## config.mk

```make
export PLATFORM = sky130hd
export DESIGN_NAME = ncpe_ctrl
export DESIGN_NICKNAME = d
export VERILOG_FILES = /design/src/hdl/nurbs_curve_point_evaluator_assert.svh /design/src/hdl/ncpe_pkg.sv /design/src/hdl/ncpe_ctrl.sv
export SDC_FILE = /design/constraint.sdc
export NUM_CORES = 1
export LEC_CHECK = 0
export ABC_AREA = 1
export BUFFER_PORTS_ARGS = -buffer_cell sky130_fd_sc_hd__buf_2
export CAP_MARGIN = 30
export CORE_ASPECT_RATIO = 0.8
export CORE_UTILIZATION = 48
export DETAILED_ROUTE_END_ITERATION = 8
export PLACE_DENSITY = 0.78
export SYNTH_ARGS = -nofsm -noshare
export SYNTH_HDL_FRONTEND = slang
export SYNTH_SLANG_ARGS = --single-unit
```

## constraint.sdc

```tcl
create_clock -name clk -period 3.4 [get_ports clk]
set_input_delay 1.02 -clock clk [delete_from_list [all_inputs] [get_ports clk]]
set_output_delay 1.02 -clock clk [all_outputs]
set_load 0.03 [all_outputs]
```

## src/hdl/nurbs_curve_point_evaluator_assert.svh

```systemverilog
// assertion macros for the curve point evaluator
`ifndef NURBS_CURVE_POINT_EVALUATOR_ASSERT_SVH
`define NURBS_CURVE_POINT_EVALUATOR_ASSERT_SVH

// same-cycle implication, sampled on clk, off while rst_n is low
`define NCPE_ASSERT_IMP(lbl, ante, cons, msg) \
  lbl: assert property (@(posedge clk) disable iff (!rst_n) (ante) |-> (cons)) \
    else $error(msg);

// next-cycle implication, sampled on clk, off while rst_n is low
`define NCPE_ASSERT_NXT(lbl, ante, cons, msg) \
  lbl: assert property (@(posedge clk) disable iff (!rst_n) (ante) |=> (cons)) \
    else $error(msg);

`endif

```

## src/hdl/ncpe_pkg.sv

```systemverilog
package ncpe_pkg;

  localparam int MAX_POLES  = 64;
  localparam int MAX_DEGREE = 7;
  localparam int DVD_W      = 60;
  localparam int DVS_W      = 28;

  localparam logic [16:0] U_ONE     = 17'h10000;
  localparam logic [30:0] BASIS_ONE = 31'h40000000;

  localparam logic CFG_DEGREE = 1'b0;
  localparam logic CFG_POLES  = 1'b1;

  typedef struct packed {
    logic        opcode;
    logic [5:0]  pole_index;
    logic [31:0] pole_x;
    logic [31:0] pole_y;
    logic [23:0] pole_weight;
    logic [16:0] eval_u;
  } ncpe_in_t;

  typedef struct packed {
    logic [31:0] point_x;
    logic [31:0] point_y;
    logic [5:0]  span_index;
  } ncpe_out_t;

  typedef enum logic [4:0] {
    OP_NOP, OP_STORE, OP_LOAD, OP_SPAN, OP_KNOT_GO, OP_KNOT_WR,
    OP_B_INIT, OP_B_RD, OP_B_MULR, OP_DIV, OP_B_WRN, OP_B_MULL,
    OP_B_WRS, OP_B_LAST, OP_A_RD, OP_A_NW, OP_A_MUL, OP_A_ADD,
    OP_F_GO, OP_F_WR
  } ncpe_op_t;

  typedef enum logic [1:0] {
    DIV_KNOT, DIV_BASIS, DIV_FINAL
  } ncpe_div_mode_t;

  typedef struct packed {
    ncpe_op_t   op;
    logic [2:0] j;
    logic [2:0] r;
    logic [2:0] k;
    logic       side;
  } ncpe_cmd_t;

  typedef struct packed {
    logic       div_done;
    logic [2:0] eff_deg;
  } ncpe_sts_t;

endpackage

```

## src/hdl/ncpe_ctrl.sv

```systemverilog
module ncpe_ctrl (
  input  logic                 clk,
  input  logic                 rst_n,
  input  logic                 start,
  input  logic                 opcode,
  input  ncpe_pkg::ncpe_sts_t  sts,
  output ncpe_pkg::ncpe_cmd_t  cmd,
  output logic                 busy,
  output logic                 out_valid
);
  import ncpe_pkg::*;

  typedef enum logic [19:0] {
    S_IDLE   = 20'h00001, S_SPAN   = 20'h00002, S_KGO    = 20'h00004,
    S_KWAIT  = 20'h00008, S_BINIT  = 20'h00010, S_BRD    = 20'h00020,
    S_BMULR  = 20'h00040, S_BDIVR  = 20'h00080, S_BWAITR = 20'h00100,
    S_BMULL  = 20'h00200, S_BDIVL  = 20'h00400, S_BWAITL = 20'h00800,
    S_BLAST  = 20'h01000, S_ARD    = 20'h02000, S_ANW    = 20'h04000,
    S_AMUL   = 20'h08000, S_AADD   = 20'h10000, S_FGO    = 20'h20000,
    S_FWAIT  = 20'h40000, S_OUT    = 20'h80000
  } state_t;

  state_t     state_r, state_nxt;
  logic [2:0] j_r, j_nxt, r_r, r_nxt, k_r, k_nxt;
  logic       side_r, side_nxt;
  ncpe_op_t   op;
  logic [2:0] p;

  assign p = sts.eff_deg;

  always_comb begin
    state_nxt = state_r;
    j_nxt     = j_r;
    r_nxt     = r_r;
    k_nxt     = k_r;
    side_nxt  = side_r;
    op        = OP_NOP;
    unique case (state_r)
      S_IDLE: begin
        if (start) begin
          if (opcode) begin
            op        = OP_LOAD;
            state_nxt = S_SPAN;
          end else begin
            op = OP_STORE;
          end
        end
      end
      S_SPAN: begin
        op        = OP_SPAN;
        j_nxt     = 3'd1;
        side_nxt  = 1'b0;
        state_nxt = (p == 3'd0) ? S_BINIT : S_KGO;
      end
      S_KGO: begin
        op        = OP_KNOT_GO;
        state_nxt = S_KWAIT;
      end
      S_KWAIT: begin
        if (sts.div_done) begin
          op = OP_KNOT_WR;
          if (!side_r) begin
            side_nxt  = 1'b1;
            state_nxt = S_KGO;
          end else if (j_r == p) begin
            state_nxt = S_BINIT;
          end else begin
            j_nxt     = j_r + 3'd1;
            side_nxt  = 1'b0;
            state_nxt = S_KGO;
          end
        end
      end
      S_BINIT: begin
        op        = OP_B_INIT;
        j_nxt     = 3'd1;
        r_nxt     = 3'd0;
        k_nxt     = 3'd0;
        state_nxt = (p == 3'd0) ? S_ARD : S_BRD;
      end
      S_BRD: begin
        op        = OP_B_RD;
        state_nxt = S_BMULR;
      end
      S_BMULR: begin
        op        = OP_B_MULR;
        state_nxt = S_BDIVR;
      end
      S_BDIVR: begin
        op        = OP_DIV;
        state_nxt = S_BWAITR;
      end
      S_BWAITR: begin
        if (sts.div_done) begin
          op        = OP_B_WRN;
          state_nxt = S_BMULL;
        end
      end
      S_BMULL: begin
        op        = OP_B_MULL;
        state_nxt = S_BDIVL;
      end
      S_BDIVL: begin
        op        = OP_DIV;
        state_nxt = S_BWAITL;
      end
      S_BWAITL: begin
        if (sts.div_done) begin
          op = OP_B_WRS;
          if (r_r == j_r - 3'd1) begin
            state_nxt = S_BLAST;
          end else begin
            r_nxt     = r_r + 3'd1;
            state_nxt = S_BRD;
          end
        end
      end
      S_BLAST: begin
        op = OP_B_LAST;
        if (j_r == p) begin
          state_nxt = S_ARD;
        end else begin
          j_nxt     = j_r + 3'd1;
          r_nxt     = 3'd0;
          state_nxt = S_BRD;
        end
      end
      S_ARD: begin
        op        = OP_A_RD;
        state_nxt = S_ANW;
      end
      S_ANW: begin
        op        = OP_A_NW;
        state_nxt = S_AMUL;
      end
      S_AMUL: begin
        op        = OP_A_MUL;
        state_nxt = S_AADD;
      end
      S_AADD: begin
        op = OP_A_ADD;
        if (k_r == p) begin
          side_nxt  = 1'b0;
          state_nxt = S_FGO;
        end else begin
          k_nxt     = k_r + 3'd1;
          state_nxt = S_ARD;
        end
      end
      S_FGO: begin
        op        = OP_F_GO;
        state_nxt = S_FWAIT;
      end
      S_FWAIT: begin
        if (sts.div_done) begin
          op = OP_F_WR;
          if (side_r) begin
            state_nxt = S_OUT;
          end else begin
            side_nxt  = 1'b1;
            state_nxt = S_FGO;
          end
        end
      end
      S_OUT: begin
        state_nxt = S_IDLE;
      end
      default: begin
        state_nxt = S_IDLE;
      end
    endcase
  end

  always_ff @(posedge clk) begin
    if (!rst_n) begin
      state_r <= S_IDLE;
      j_r     <= 3'd0;
      r_r     <= 3'd0;
      k_r     <= 3'd0;
      side_r  <= 1'b0;
    end else begin
      state_r <= state_nxt;
      j_r     <= j_nxt;
      r_r     <= r_nxt;
      k_r     <= k_nxt;
      side_r  <= side_nxt;
    end
  end

  assign cmd.op    = op;
  assign cmd.j     = j_r;
  assign cmd.r     = r_r;
  assign cmd.k     = k_r;
  assign cmd.side  = side_r;
  assign busy      = (state_r != S_IDLE);
  assign out_valid = (state_r == S_OUT);

endmodule

```

==> impl_summary.txt, run 1 <==
----------------------------------------------------
[Placed design]
  Final weighted congestion of routability-driven global placement ... between 1 and 1.5
  Post-placement setup slack ... approximately 460 ps
  Total cell area at the placement stage ... 2500 µm²
  Detailed Place HPWL ... between 4 and 5 mm
  IO Port Bufs ... 24

[Clocking]
  Root buffer cell ... sky130_fd_sc_hd__clkbuf_8
  Setup bufs post-CTS ... 0
  TritonCTS sink count ... 30
  H-tree levels ... 2
  Clock-pin slew of the registers on the worst-case setup and hold paths ... about 60 ps
  Number of buffers added to fix hold violations after cts ... 0
  Total CTS buffers ... 5
  Maximum buffer depth of the clock tree ... 2
  Clock latency at the later pin of the worst-skew pair ... ~290 ps
  CTS tree ... done
  Resized Gates After CTS ... 0

[Setup path]
  First element of the critical path ... state_r[4]
  Nature of the critical path startpoint ... register
  End of the worst register-to-register path ... r_r[2]
  Max Fanout on Critical Path ... 5
  Endpoint required time on the critical path ... 2380 ps
  End of the critical path ... cmd[12]
  Nature of the critical path endpoint ... output port
  Classification of the worst setup path ... reg -> out
  Worst-path cell chain ... nor2_4 -> nand2_4 -> nor2_4 -> nand2_4 -> nor2_4 -> nand2_1 -> nor3b_1 -> nand4_1 -> buf_2
  Critical path data arrival time ... 1940 ps
  Top cell by count, worst path ... sky130_fd_sc_hd__nor2_4
  Worst reg2reg setup slack ... 1520 ps
  Cell depth of the worst flop-to-flop path ... 9
  Largest stage delay, worst path ... ~340 ps
  CP max-delay cell ... sky130_fd_sc_hd__dfxtp_1
  Worst R2R Start ... j_r[0]

[Logic synthesis]
  Post-synthesis register bit count ... 30
  Combined area of all synthesized cells ... 2330 µm²
  Number of standard cells after synthesis ... 353
  Yosys warns ... 0
  Synthesized net count ... about 370
  Avg Synthesized Cell Area ... 6.59 µm²
  Netlist cell types ... 35
  Sequential fraction of the synthesis area ... 25.8%

[Cells and area]
  Fraction of layout instances using a drive strength above 1 ... around a fifth
  Most used cells in the layout excluding fill and tap cells ... 62 x sky130_fd_sc_hd__inv_1, 60 x sky130_fd_sc_hd__nand2_1, 52 x sky130_fd_sc_hd__nor2_1
  Post-route standard cell area excluding fillers ... around 2600 µm²
  Growth of design area from synthesis to finish ... 11.2%
  Commonest non-fill, non-tap cell in the layout ... sky130_fd_sc_hd__inv_1
  Final Net Count ... slightly below 400
  Diode insertion count for antenna repair ... 0

[Global routing]
  Largest net degree at the start of global routing ... 18
  First-pass GRT wire length ... 9.59 mm
  Gr usage total ... about 24%
  Vias in the first global route ... about 2100
  Number of antenna violations at the first check in global routing ... 0
  Sum of overflow across all layers after global routing ... 0

[Timing]
  Final clock skew ... 9.12 ps
  Max Clock Freq ... 338 MHz
  Slew of the pin with the lowest slew margin ... between 500 and 600 ps
  Final number of hold-violating endpoints ... 0
  Post-route setup TNS ... 0 ps
  Slew headroom ... about 64%
  WHS ... a little over 500 ps
  Period Utilization, post-route ... 87.1%
  Final critical path time including I/O delays and setup ... between 2000 and 3000 ps
  Final setup fails ... 0
  Worst path setup slack after routing ... 440 ps
  Slew Viols, Final ... 0
  Unrepaired setup endpoints after global routing ... false

[Power and ir drop]
  Power density over the cells ... 284 nW/µm²
  Total design power ... between 700 and 800 µW
  Largest voltage drop on the vdd net ... between 150 and 200 µV
  Total leakage power ... roughly 1.4 nW

[Floorplan]
  Die height ... between 60 and 70 µm
  Core area ... roughly 4600 µm²
  Std cell rows ... 22
  Total I/O pin count ... 25
  Starting density of the core ... between 50% and 60%
  Total Die Area ... roughly 5100 µm²
  Horizontal extent of the die ... ~80 µm

[Outcome]
  Outcome ... finished, final reports clean

[Routing]
  Total iterations of the first detailed-routing run ... 5
  Number of nets still failing antenna checks after routing ... 0
  Average routed wire per standard cell ... 12.9 µm
  Vias per cell ... around 5.2
  DRC violation count after routing ... 0
  Routed via count ... 2295
  Detailed router's first-iteration violation count ... 208
  Routed WL ... between 5 and 6 mm

[Min path]
  Worst min path class ... reg -> reg

[Flow run]
  Max Cap Violations ... 0

----------------------------------------------------
[cells by family (layout without fill, tap and decap cells)]
family	after synthesis	count (layout)	synth area share, %
AO/OA/AOI/OAI	25	25	6.34
buffers and inverters	71	97	11.7
XOR/XNOR	8	8	3.01
adder cells (fa/ha/maj)	4	4	2.15
AND/OR/NAND/NOR	215	215	51.0
flip-flops	30	30	25.8
[synthesized netlist by cell type, drive strengths merged]
library cell	n	area share, %
ha	4	2.2
xnor2	7	2.6
dfxtp	30	26
nand4	16	4.3
and2	1	0.27
nor3	9	2.4
o21ai	6	1.8
nor3b	2	0.64
a21oi	15	3.4
nor4	1	0.27
xor2	1	0.38
nand2	73	14
nor2	71	18
or2	1	0.27
o22ai	2	0.54
o21bai	1	0.32
inv	66	11
nand3b	3	1.5
nand3	38	9.2
clkbuf	2	0.32
o211ai	1	0.32
buf	3	0.75
[sequential cells by signal, indices dropped and copies added (netlist names)]
signal and count:
k_r 3, j_r 3, state_r 20, r_r 3, side_r 1
[layer usage]
layer | GRT usage (%) | part of all wire, %
met5 | 0 | 0
met4 | 10.0 | 1.6
met3 | 6.14 | 7.8
met2 | 36.1 | 43
met1 | 33.5 | 47
[cell type report]
type / instances / area, µm²
fillers: 473 / 2040
repair buffers: 25 / 128
inverters: 66 / 248
multi-input cells: 252 / 1450
clock buffers: 6 / 82.6
well taps: 60 / 75.1
flip-flops and latches: 30 / 601
[worst min path at each step]
| stage | slack [ps] | to | cells after the start | from |
|---|---|---|---|---|
| 6_report | 520 | k_r[0] | 1 | k_r[0] |
| 5_1_grt | 550 | k_r[1] | 2 | k_r[1] |
| 2_1_floorplan | 480 | state_r[19] | 2 | side_r |
| 3_5_place_dp | 510 | k_r[0] | 1 | k_r[0] |
| 3_3_place_gp | 490 | k_r[0] | 1 | k_r[0] |
| 4_1_cts | 520 | k_r[0] | 1 | k_r[0] |
[worst max-delay path, delay by kind of cell, from the launching register on]
kind | cells | cell delay, ps
and+or+nand+nor | 8 | 1100
DFF | 1 | 340
buffers and inverters | 1 | 210
[power by group]
group | total (mW) | internal (mW) | switching (mW) | leakage (nW)
sequential | 0.358 | 0.354 | 0.00358 | 0.242
clock | 0.283 | 0.156 | 0.127 | 0.0431
combinational | 0.0949 | 0.0287 | 0.0662 | 1.12
total | 0.736 | 0.539 | 0.197 | 1.41
[per-stage QoR]
| stage | cells | utilization (%) |
|---|---|---|
| after floorplan | 353 | - |
| after global placement | 433 | 54.2 |
| after detailed placement | 433 | 54.2 |
| after CTS | 439 | 56.0 |
| after global routing | 439 | 56.0 |
| final | 439 | 56.0 |
Power figures use the tool's default switching activity.
==> inputs of run 2 (changes only) <==
--- a/config.mk
+++ b/config.mk
@@ -10,6 +10,7 @@
 export CAP_MARGIN = 30
 export CORE_ASPECT_RATIO = 0.8
 export CORE_UTILIZATION = 48
+export CTS_BUF_LIST = sky130_fd_sc_hd__clkbuf_4
 export DETAILED_ROUTE_END_ITERATION = 8
 export PLACE_DENSITY = 0.78
 export SYNTH_ARGS = -nofsm -noshare
==> run 2 against run 1 <==
  * Via count increased by 1.1%
  * Setup slack got worse by 75 ps
  * Non-clock buffer count unchanged
  * First-iteration DRC count increased by 11%
  * Combinational power about the same
  * Fmax decreased by 2.5%
  * Power decreased by 13%
  * Sequential power about the same
  * Largest power group unchanged
  * Highest routed layer unchanged
==> impl_summary.txt, run 2 (synthesis results as in run 1) <==
----------------------------------------------------
[Timing]
  Final clock skew ... 8.99 ps (-0.127 ps)
  Post-route setup TNS ... 0 ps (unchanged)
  Max Clock Freq ... 330 MHz (-2.5%)
  Period Utilization, post-route ... 89.3% (+2.2 points)
  Final number of hold-violating endpoints ... 0 (unchanged)
  Slew of the pin with the lowest slew margin ... 537 ps (-0.0393 ps)
  Slew Viols, Final ... 0 (unchanged)
  Final setup fails ... 0 (unchanged)
  Final critical path time including I/O delays and setup ... 3030 ps (+74.6 ps)
  Slew headroom ... 64.2% (about the same)
  Unrepaired setup endpoints after global routing ... false

[Min path]
  Hold path depth ... 1 (unchanged)
  HP Start ... k_r[0]
  Sink of the worst hold path ... k_r[0]
  Worst min path class ... reg -> reg

[Power and ir drop]
  Largest voltage drop on the vdd net ... 161 µV (-17%)
  Total leakage power ... 1.39 nW (-1.3%)
  Total design power ... 641 µW (-13%)
  Power density over the cells ... 252 nW/µm² (-11%)
  Comb pwr share ... 14.8% (+1.9 points)
  Sequential group share of total power ... 55.7% (+7.1 points)
  Proportion of total power due to net switching ... 29.4% (+2.6 points)
  Relative contribution of the clock network to total power ... 29.5% (-8.9 points)
  Net Sw Power ... 189 µW (-4.3%)
  Internal portion of total power ... 453 µW (-16%)

[Placed design]
  Final weighted congestion of routability-driven global placement ... 1.07 (unchanged)
  Detailed Place HPWL ... 4.42 mm (unchanged)
  Post-Place Cells ... 433 (unchanged)
  IO Port Bufs ... 24 (unchanged)

[Cells and area]
  Final Net Count ... 392 (unchanged)
  Commonest non-fill, non-tap cell in the layout ... sky130_fd_sc_hd__inv_1
  Largest register by flop count ... state_r
  Diode insertion count for antenna repair ... 0 (unchanged)
  Growth of design area from synthesis to finish ... 9.41%
  Number of flip-flops under the largest register name ... 20 (unchanged)
  Most used cells in the layout excluding fill and tap cells ... 62 x sky130_fd_sc_hd__inv_1, 60 x sky130_fd_sc_hd__nand2_1, 52 x sky130_fd_sc_hd__nor2_1
  Non-Filler Instances ... 439 (unchanged)
  Fraction of layout instances using a drive strength above 1 ... 20.3% (-0.26 points)

[Clocking]
  Maximum buffer depth of the clock tree ... 2 (unchanged)
  Total CTS buffers ... 5 (unchanged)
  Number of buffers added to fix hold violations after cts ... 0 (unchanged)
  Clock-pin slew of the registers on the worst-case setup and hold paths ... 90 ps (+30 ps)
  TritonCTS sink count ... 30 (unchanged)
  CTS tree ... done
  H-tree levels ... 2 (unchanged)
  Setup bufs post-CTS ... 0 (unchanged)
  Clock latency at the later pin of the worst-skew pair ... 330 ps (+40 ps)
  Root buffer cell ... sky130_fd_sc_hd__clkbuf_4
  Resized Gates After CTS ... 0 (unchanged)

[Setup path]
  Largest delay share family, worst path ... simple AND/OR/NAND/NOR gates
  Worst R2R Start ... j_r[0]
  Number of buffers and inverters on the critical path ... 1 (unchanged)
  Max Fanout on Critical Path ... 5 (unchanged)
  Largest stage delay, worst path ... 330 ps (about the same)
  Endpoint required time on the critical path ... 2380 ps (about the same)
  CP max-delay cell ... sky130_fd_sc_hd__dfxtp_1
  Classification of the worst setup path ... reg -> out
  Worst-path cell chain ... nor2_2 -> nand2_4 -> nor2_4 -> nand2_4 -> nor2_4 -> nand2_1 -> nor3b_1 -> nand3_1 -> buf_2
  Nature of the critical path startpoint ... register
  Critical path data arrival time ... 2010 ps (+70 ps)
  Worst reg2reg setup slack ... 1510 ps (about the same)
  End of the worst register-to-register path ... r_r[2]
  Cell depth of the worst flop-to-flop path ... 9 (unchanged)
  Nature of the critical path endpoint ... output port

[Floorplan]
  Std cell rows ... 22 (unchanged)
  Die height ... 64.3 µm (unchanged)
  Total I/O pin count ... 25 (unchanged)
  Core area ... 4620 µm² (unchanged)
  Total Die Area ... 5130 µm² (unchanged)
  Horizontal extent of the die ... 79.9 µm (unchanged)
  Starting density of the core ... 50.3% (unchanged)

[Global routing]
  First-pass GRT wire length ... 9.57 mm (-0.22%)
  Vias in the first global route ... 2047 (-0.15%)
  Sum of overflow across all layers after global routing ... 0 (unchanged)
  Number of antenna violations at the first check in global routing ... 0 (unchanged)
  Gr usage total ... 24.2% (-0.24 points)
  Largest net degree at the start of global routing ... 18 (unchanged)

[Routing]
  Average routed wire per standard cell ... 12.9 µm (-0.19%)
  DRC violation count after routing ... 0 (unchanged)
  Number of nets still failing antenna checks after routing ... 0 (unchanged)
  Total iterations of the first detailed-routing run ... 5 (unchanged)
  Detailed router's first-iteration violation count ... 231 (+11%)
  Routed via count ... 2320 (+1.1%)
  Vias per cell ... 5.28 (+1.1%)
  Routed WL ... 5.65 mm (-0.19%)

[Outcome]
  Outcome ... finished, final reports clean

[Flow run]
  Max Cap Violations ... 0 (unchanged)

----------------------------------------------------
run 2: how the worst max path moves through the flow:
stage | start | endpoint | depth (start not counted)
detailed placement | sts[3] | cmd[10] | 6
global route | state_r[2] | cmd[13] | 9
floorplan | sts[3] | cmd[11] | 5
global placement | sts[3] | cmd[10] | 6
finish | state_r[2] | cmd[13] | 9
CTS | state_r[2] | cmd[12] | 9
run 2: power groups by stage:
stage / clock network, mW / logic, mW / registers, mW
floorplan: 0 / 0.0681 / 0.366
global placement: 0 / 0.0921 / 0.365
detailed placement: 0 / 0.0931 / 0.366
CTS: 0.192 / 0.0935 / 0.357
global route: 0.209 / 0.103 / 0.358
finish: 0.189 / 0.0948 / 0.357
run 2: final cells by class:
class                      instances  area (µm²)
fill                             479        2080
multi-input combinational        252        1450
sequential                        30         601
inverter                          66         248
timing repair buffer              25         128
tap                               60        75.1
clock buffer                       5        37.5
clock inverter                     1        3.75
run 2: per-layer routing:
layer,share of wire (%),up-vias,track usage [%]
met5,0,-,0
met4,1.5,0,8.71
met3,8.3,11,6.14
li1,-,1175,-
met2,43,93,35.6
met1,47,1041,33.7
run 2: metrics by stage:
stage	hold WS [ps]	util, %	worst slack, ps	area, µm²
after global routing	550	55.1	191	2550
after global placement	490	54.2	500	2500
after CTS	524	55.1	374	2550
after floorplan	480	-	366	2330
after detailed placement	507	54.2	457	2500
final	529	55.1	365	2550
run 2: worst reg2reg max path, cell delays in order, from the launching register on:
cell                      delay (ps)
sky130_fd_sc_hd__dfxtp_1         490
sky130_fd_sc_hd__inv_1           100
sky130_fd_sc_hd__ha_1            330
sky130_fd_sc_hd__or2_2           280
sky130_fd_sc_hd__nand3_1          80
sky130_fd_sc_hd__nor2_1           60
sky130_fd_sc_hd__o21ai_0         200
sky130_fd_sc_hd__nand3_1         100
sky130_fd_sc_hd__nand2_1          70
sky130_fd_sc_hd__a21oi_1          60
